## src/orb_pkg.sv

```systemverilog
// shared types, codes and defaults for the overwriting ring buffer
package orb_pkg;

  localparam int DEPTH_DEF       = 64;
  localparam int ENTRY_WIDTH_DEF = 64;
  localparam int FIELD_W         = 64;
  localparam int CAP_W           = 7;
  localparam int REQ_W           = 2;

  // request codes
  localparam logic [REQ_W-1:0] REQ_APPEND = 2'd0;
  localparam logic [REQ_W-1:0] REQ_LIST   = 2'd1;
  localparam logic [REQ_W-1:0] REQ_REMOVE = 2'd2;

  localparam logic [CAP_W-1:0] CAP_RESET = 7'd64;

  typedef struct packed {
    logic [REQ_W-1:0]   req_type;
    logic [FIELD_W-1:0] entry_value;
    logic [CAP_W-1:0]   drop_count;
  } req_word_t;

  typedef struct packed {
    logic [FIELD_W-1:0] list_value;
    logic               is_last;
  } rsp_word_t;

  typedef enum logic {
    ST_IDLE,
    ST_LIST
  } orb_state_t;

endpackage

```

## src/overwriting_ring_buffer.sv

```systemverilog
// overwriting ring buffer: index control, list sequencer and output staging
// append and remove: a new request may follow every cycle
// list: request port busy until the last word's ram read issues, also under rsp_ready stalls
// list words pass read stage and output register, one per cycle while rsp_ready is high
// output and ram read stage form a two-deep skid, so stalls on rsp_ready lose nothing
// reset: indices and count cleared, capacity 64; the entry ram itself is not cleared
module overwriting_ring_buffer
  import orb_pkg::*;
#(
  parameter int DEPTH       = DEPTH_DEF,
  parameter int ENTRY_WIDTH = ENTRY_WIDTH_DEF
) (
  input  logic             clk,
  input  logic             rst,
  input  logic             cfg_we,
  input  logic [CAP_W-1:0] cfg_data,
  input  logic             req_valid,
  output logic             req_ready,
  input  req_word_t        req,
  output logic             rsp_valid,
  input  logic             rsp_ready,
  output rsp_word_t        rsp
);

  localparam int IW = $clog2(DEPTH);
  localparam int CW = $clog2(DEPTH + 1);
  localparam int SW = CAP_W + 1;

  orb_state_t state, state_next;

  logic [CAP_W-1:0]       capacity;
  logic [IW-1:0]          oldest_index;
  logic [IW-1:0]          newest_index;
  logic [CW-1:0]          fill_count;
  logic [IW-1:0]          rd_ptr;
  logic [CW-1:0]          left;
  logic                   dv;
  logic                   dv_last;
  logic                   out_valid;
  rsp_word_t              out_word;

  logic [CW-1:0]          size;
  logic                   accept;
  logic                   issue;
  logic                   move;
  logic [IW-1:0]          newest_step;
  logic [IW-1:0]          oldest_step;
  logic [IW-1:0]          rd_step;
  logic [SW-1:0]          drop_sum;
  logic [IW-1:0]          oldest_drop;
  logic                   ram_we;
  logic [IW-1:0]          ram_waddr;
  logic [ENTRY_WIDTH-1:0] ram_rdata;

  // ring size from capacity, clamped to 1..DEPTH
  always_comb begin
    if (capacity == '0) begin
      size = CW'(1);
    end else if (capacity > CAP_W'(DEPTH)) begin
      size = CW'(DEPTH);
    end else begin
      size = CW'(capacity);
    end
  end

  // wrapped index steps, all indices stay below size
  assign newest_step = (CW'(newest_index) + CW'(1) == size) ? '0 : newest_index + IW'(1);
  assign oldest_step = (CW'(oldest_index) + CW'(1) == size) ? '0 : oldest_index + IW'(1);
  assign rd_step     = (CW'(rd_ptr) + CW'(1) == size) ? '0 : rd_ptr + IW'(1);

  // oldest + drop stays below twice size, one subtract wraps it
  assign drop_sum    = SW'(oldest_index) + SW'(req.drop_count);
  assign oldest_drop = (drop_sum >= SW'(size)) ? IW'(drop_sum - SW'(size)) : IW'(drop_sum);

  // skid between ram read stage and output register
  assign move = dv && (!out_valid || rsp_ready);

  // next state
  always_comb begin
    state_next = state;
    unique case (state)
      ST_IDLE: begin
        if (accept && req.req_type == REQ_LIST && fill_count != '0) begin
          state_next = ST_LIST;
        end
      end
      ST_LIST: begin
        if (issue && left == CW'(1)) begin
          state_next = ST_IDLE;
        end
      end
      default: state_next = ST_IDLE;
    endcase
  end

  // state outputs
  always_comb begin
    req_ready = 1'b0;
    issue     = 1'b0;
    unique case (state)
      ST_IDLE: req_ready = 1'b1;
      ST_LIST: issue = (!dv || move);
      default: req_ready = 1'b0;
    endcase
  end

  assign accept = req_valid && req_ready;

  // append write address
  assign ram_we    = accept && req.req_type == REQ_APPEND;
  assign ram_waddr = (fill_count == '0) ? '0 : newest_step;

  always_ff @(posedge clk) begin
    if (rst) begin
      state <= ST_IDLE;
    end else begin
      state <= state_next;
    end
  end

  // ring indices, count and capacity
  always_ff @(posedge clk) begin
    if (rst) begin
      capacity     <= CAP_RESET;
      oldest_index <= '0;
      newest_index <= '0;
      fill_count   <= '0;
    end else if (cfg_we) begin
      capacity     <= cfg_data;
      oldest_index <= '0;
      newest_index <= '0;
      fill_count   <= '0;
    end else if (accept) begin
      unique case (req.req_type)
        REQ_APPEND: begin
          if (fill_count == '0) begin
            oldest_index <= '0;
            newest_index <= '0;
            fill_count   <= CW'(1);
          end else begin
            newest_index <= newest_step;
            if (fill_count >= size) begin
              oldest_index <= oldest_step;
            end else begin
              fill_count <= fill_count + CW'(1);
            end
          end
        end
        REQ_REMOVE: begin
          if (req.drop_count != '0 && SW'(req.drop_count) <= SW'(size)) begin
            if (SW'(req.drop_count) >= SW'(fill_count)) begin
              oldest_index <= '0;
              newest_index <= '0;
              fill_count   <= '0;
            end else begin
              oldest_index <= oldest_drop;
              fill_count   <= fill_count - CW'(req.drop_count);
            end
          end
        end
        default: begin
        end
      endcase
    end
  end

  // list read sequencer
  always_ff @(posedge clk) begin
    if (rst) begin
      left <= '0;
    end else if (accept && req.req_type == REQ_LIST) begin
      rd_ptr <= oldest_index;
      left   <= fill_count;
    end else if (issue) begin
      rd_ptr <= rd_step;
      left   <= left - CW'(1);
    end
  end

  // ram read stage flags
  always_ff @(posedge clk) begin
    if (rst) begin
      dv <= 1'b0;
    end else if (issue) begin
      dv      <= 1'b1;
      dv_last <= (left == CW'(1));
    end else if (move) begin
      dv <= 1'b0;
    end
  end

  // output register
  always_ff @(posedge clk) begin
    if (rst) begin
      out_valid <= 1'b0;
    end else if (move) begin
      out_valid           <= 1'b1;
      out_word.list_value <= FIELD_W'(ram_rdata);
      out_word.is_last    <= dv_last;
    end else if (rsp_ready) begin
      out_valid <= 1'b0;
    end
  end

  assign rsp_valid = out_valid;
  assign rsp       = out_word;

  orb_ram #(
    .WIDTH(ENTRY_WIDTH),
    .DEPTH(DEPTH)
  ) u_store (
    .clk  (clk),
    .we   (ram_we),
    .waddr(ram_waddr),
    .wdata(req.entry_value[ENTRY_WIDTH-1:0]),
    .re   (issue),
    .raddr(rd_ptr),
    .rdata(ram_rdata)
  );

  // count and indices stay inside the ring
  a_fill_in_ring: assert property (@(posedge clk) disable iff (rst)
    fill_count <= size && CW'(oldest_index) < size && CW'(newest_index) < size)
    else $error("ring index or count beyond ring size");

  // a list never reads more words than are held
  a_left_bound: assert property (@(posedge clk) disable iff (rst)
    left <= fill_count)
    else $error("list read count exceeds fill count");

  // a list of a nonempty buffer starts the read sequencer
  a_list_start: assert property (@(posedge clk) disable iff (rst)
    accept && req.req_type == REQ_LIST && fill_count != '0 |=> state == ST_LIST)
    else $error("list request did not start reads");

  // a held read word keeps its last mark until it moves out
  a_dv_hold: assert property (@(posedge clk) disable iff (rst)
    dv && !move |=> dv && $stable(dv_last))
    else $error("read stage word lost under stall");

  // reads only issue while listing
  a_issue_state: assert property (@(posedge clk) disable iff (rst)
    issue |-> state == ST_LIST && left != '0)
    else $error("ram read issued outside a list");

endmodule

```

## src/orb_ram.sv

```systemverilog
// generic single-write, single-read ram with registered read data
module orb_ram #(
  parameter int WIDTH = 64,
  parameter int DEPTH = 64
) (
  input  logic                     clk,
  input  logic                     we,
  input  logic [$clog2(DEPTH)-1:0] waddr,
  input  logic [WIDTH-1:0]         wdata,
  input  logic                     re,
  input  logic [$clog2(DEPTH)-1:0] raddr,
  output logic [WIDTH-1:0]         rdata
);

  logic [WIDTH-1:0] mem [DEPTH];

  // write port
  always_ff @(posedge clk) begin
    if (we) begin
      mem[waddr] <= wdata;
    end
  end

  // read port, data holds while re is low
  always_ff @(posedge clk) begin
    if (re) begin
      rdata <= mem[raddr];
    end
  end

endmodule
```

## config.mk

```make
export PLATFORM = sky130hd
export DESIGN_NAME = overwriting_ring_buffer
export DESIGN_NICKNAME = d
export VERILOG_FILES = /design/src/orb_pkg.sv /design/src/overwriting_ring_buffer.sv /design/src/orb_ram.sv
export SDC_FILE = /design/constraint.sdc
export NUM_CORES = 2
export LEC_CHECK = 0
export BUFFER_PORTS_ARGS = -buffer_cell sky130_fd_sc_hd__buf_2
export CAP_MARGIN = 25
export CORE_MARGIN = 3
export CORE_UTILIZATION = 42
export CTS_CLUSTER_DIAMETER = 50
export DETAILED_ROUTE_END_ITERATION = 10
export PLACE_DENSITY_LB_ADDON = 0.2
export SETUP_SLACK_MARGIN = 0.3
export SYNTH_ARGS = -nofsm -noshare
export SYNTH_HDL_FRONTEND = slang
export SYNTH_SLANG_ARGS = --single-unit
```

## constraint.sdc

```tcl
create_clock -name clk -period 10.4 [get_ports clk]
set_input_delay 2.6 -clock clk [delete_from_list [all_inputs] [get_ports clk]]
set_output_delay 2.6 -clock clk [all_outputs]
set_load 0.005 [all_outputs]
```

==> out/qor.yml <==
clock_network:
  max-clock-path-buffers: 4
  cts_resized: 0
  cts_made_buffers: 457
  cts_tree: "yes"
  cts_root_buffer: "clkbuf_16"
  h-tree-depth: 5
  clk_pin_slew_ns: 0.06
  cts_sinks: 4268
  cts_setup_buffers: 0
  clk_latency_ns: 0.97
  cts_hold_buf: 0
power_and_ir_drop:
  p_int_w: 0.0288
  switchingPower_w: 0.00741
  static-leakage-power_nw: 57.5
  vdd_drop_max_uv: 172
  power_switching_share_pct: 20.4
  p_seq_share_pct: 52.3
  clockPowerShare_pct: 44.9
  p_comb_share_pct: 2.8
  p_per_area_nw_per_um2: 194
placed_design:
  gp_congestion: 0.808
  place_ws_ns: 3.19
  place.port_buffers: 151
  dpl.hpwl_um: 241000
  dp.cells: 11700
worst_setup_path:
  reg2reg_to: "u_store.mem[13][61]"
  critPathMaxFanout: 37
  rr_worst_depth: 8
  crit_path_start_kind: "input port"
  end_kind: "flip-flop"
  path_class: "input port to flip-flop"
  reg2reg_from: "newest_index[0]"
  cp.arrival_ns: 6.70
  critical_path_required_ns: 10.98
  r2r_setup_slack_ns: 4.53
timing:
  finalClockSkew_ns: 0.0640
  drv_slew: 0
  worst_pin_slew_ns: 1.22
  hold_violations: 0
  tns_ns: 0
  setup_violations: 0
  fin_crit_sh_pct: 58.9
  max_freq_mhz: 163
  holdWs_ns: 0.412
  fin_ws_ns: 4.27
  rsz0062_at_grt: "no"
  fin_crit_ns: 6.13
  relSlewSlack_pct: 18.8
worst_hold_path:
  min_path_type: "flip-flop to flip-flop"
  min_from: "u_store.rdata[33]"
  whs_endpoint: "rsp[34]"
  worstHoldPathCells: 0
synthesis:
  syn-num-nets: 6583
  netlist_area_um2: 163000
  avgSynthCellArea_um2: 25.2
  synth_edf_count: 4232
  ys.flop_type: "edfxtp_1"
  synth-seq-area-share_pct: 78.5
  yosysWarningCount: 0
  async_flop_share_pct: 0
  ys_types: 65
  ys_ff_latch: 4268
  synthCells: 6455
floorplanning:
  dieArea_um2: 395000
  coreArea_um2: 384000
  die_h_um: 629
  initial_core_util_pct: 42.4
  pin_count: 152
  rows: 227
  fp.dieW_um: 629
finish:
  n_fill_cell: 30600
  syn2layout_area_growth_pct: 14.6
  fin_cells: 12500
  seq_area_um2: 128000
  multi_input_area_um2: 34000
  drive_above_1_share_pct: 33.6
  fin_nets: 7109
global_route:
  antenna_found_initial: 46
  grt_usage_pct: 21.1
  grt_pass1_wl_um: 595000
  grt_pass1_vias: 75500
  grt.overflow.total: 0
  grt_max_degree: 134
routing:
  post_drt_wl_per_cell_um: 33.6
  wl_um: 420000
  drt_iter0_drc: 8822
  drtAntennaViolNets: 0
  drc: 0
  vias: 73900
  dr.pass1.iters: 5
  via_per_inst: 5.90
status:
  status: "complete, no violations"
run:
  maxCapViolCount: 0
-- kinds of logic after synthesis --
family | synth area share (%)
xor gates and xnor gates | 0.219
buffers and inverters | 0.879
DFF | 78.5
muxes | 18.7
AOI/OAI and AO/OA | 0.596
adders and majority gates | 0.351
and+or+nand+nor | 0.766
-- area by class of cell --
type / count / area share (%)
multi-input cells: 1842 / 18.2
clock buffers: 547 / 6.39
diodes: 12 / 0.0161
inverters: 26 / 0.0550
flip-flops and latches: 4268 / 68.5
well taps: 5152 / 3.46
clock inverters: 290 / 1.71
repair buffers: 386 / 1.63
-- stage by stage --
stage          power [W]  utilization (%)  instance area (µm²)
2_1_floorplan     0.0198                -               163000
3_3_place_gp      0.0203             44.6               171000
3_5_place_dp      0.0204             44.6               171000
4_1_cts           0.0366             48.5               186000
5_1_grt           0.0374             48.6               187000
6_report          0.0362             48.6               187000
-- worst max-delay path, cell delays in order --
cell      delay (ns)
buf_2           0.13
or3_1           0.51
a211oi_2        0.70
nand3_1         0.96
nor2_4          1.08
buf_4           0.66
-- cell usage after synthesis, drive strengths merged (10+ instances only) --
cell,instances,share of area (%)
a211oi,11,0.054
a21oi,28,0.086
and3,10,0.038
buf,129,0.38
clkbuf,190,0.44
dfxtp,36,0.44
edfxtp,4232,78
ha,40,0.31
inv,26,0.060
mux2i,11,0.068
mux4,1344,19
nand2,31,0.071
nand2b,13,0.050
nand3,30,0.092
nor2,119,0.27
nor3,14,0.043
o21ai,30,0.092
xnor2,26,0.14
xor2,12,0.065
-- worst max-delay path by stage --
stage / start / to / slack (ns) / cells past startpoint
final: req[72] / u_store.mem[13][61] / 4.27 / 6
after floorplan: rst / rsp[0] / 2.22 / 2
after detailed placement: req[72] / u_store.mem[13][58] / 3.19 / 6
after global placement: req_valid / u_store.mem[14][58] / 3.25 / 7
after CTS: req[72] / u_store.mem[13][61] / 4.22 / 6
after global routing: req_valid / u_store.mem[13][61] / 4.12 / 7
-- cells in the final DEF (no fill, tap or decap), types with 7 or more instances in the layout --
cell type and n:
bufinv_16 55, clkinv_1 93, a211oi_1 10, edfxtp_1 4232, clkinvlp_4 15, o21ai_0 30, nand2b_1 13, a21oi_1 28
clkinv_2 71, xnor2_1 26, buf_2 150, clkinv_4 11, ha_1 40, and3_1 10, nand2_1 31, nor2_1 55
mux4_2 1344, nor2_4 64, buf_4 196, clkbuf_16 462, buf_12 36, clkinv_16 7, inv_6 25, diode_2 12
inv_1 25, xor2_1 12, clkbuf_1 80, mux2i_1 11, nand4_1 8, o21a_1 8, dfxtp_1 36, nand3_1 30
nor3_1 14
-- metal layers --
metal	up-vias	track usage, %	wire length (µm)
li1	29400	-	-
met1	41100	31.4	180000
met2	2896	33.7	203000
met3	525	2.88	29000
met4	6	4.36	8200
met5	-	0	43
-- registers in the layout, summed over array words and instances (netlist names) --
| name | flops |
|---|---|
| capacity | 7 |
| dv | 1 |
| dv_last | 1 |
| fill_count | 7 |
| left | 7 |
| newest_index | 6 |
| oldest_index | 6 |
| rd_ptr | 6 |
| rsp | 65 |
| rsp_valid | 1 |
| state | 1 |
| u_store.mem | 4096 |
| u_store.rdata | 64 |
-- power by group through the flow --
stage | clock network (W) | registers [W] | logic (W)
floorplan | 0 | 0.0193 | 0.000459
global placement | 0 | 0.0193 | 0.00102
detailed placement | 0 | 0.0193 | 0.00105
CTS | 0.0166 | 0.0189 | 0.00105
global route | 0.0173 | 0.0189 | 0.00110
finish | 0.0163 | 0.0189 | 0.00103
(Power assumes the default switching activity.)
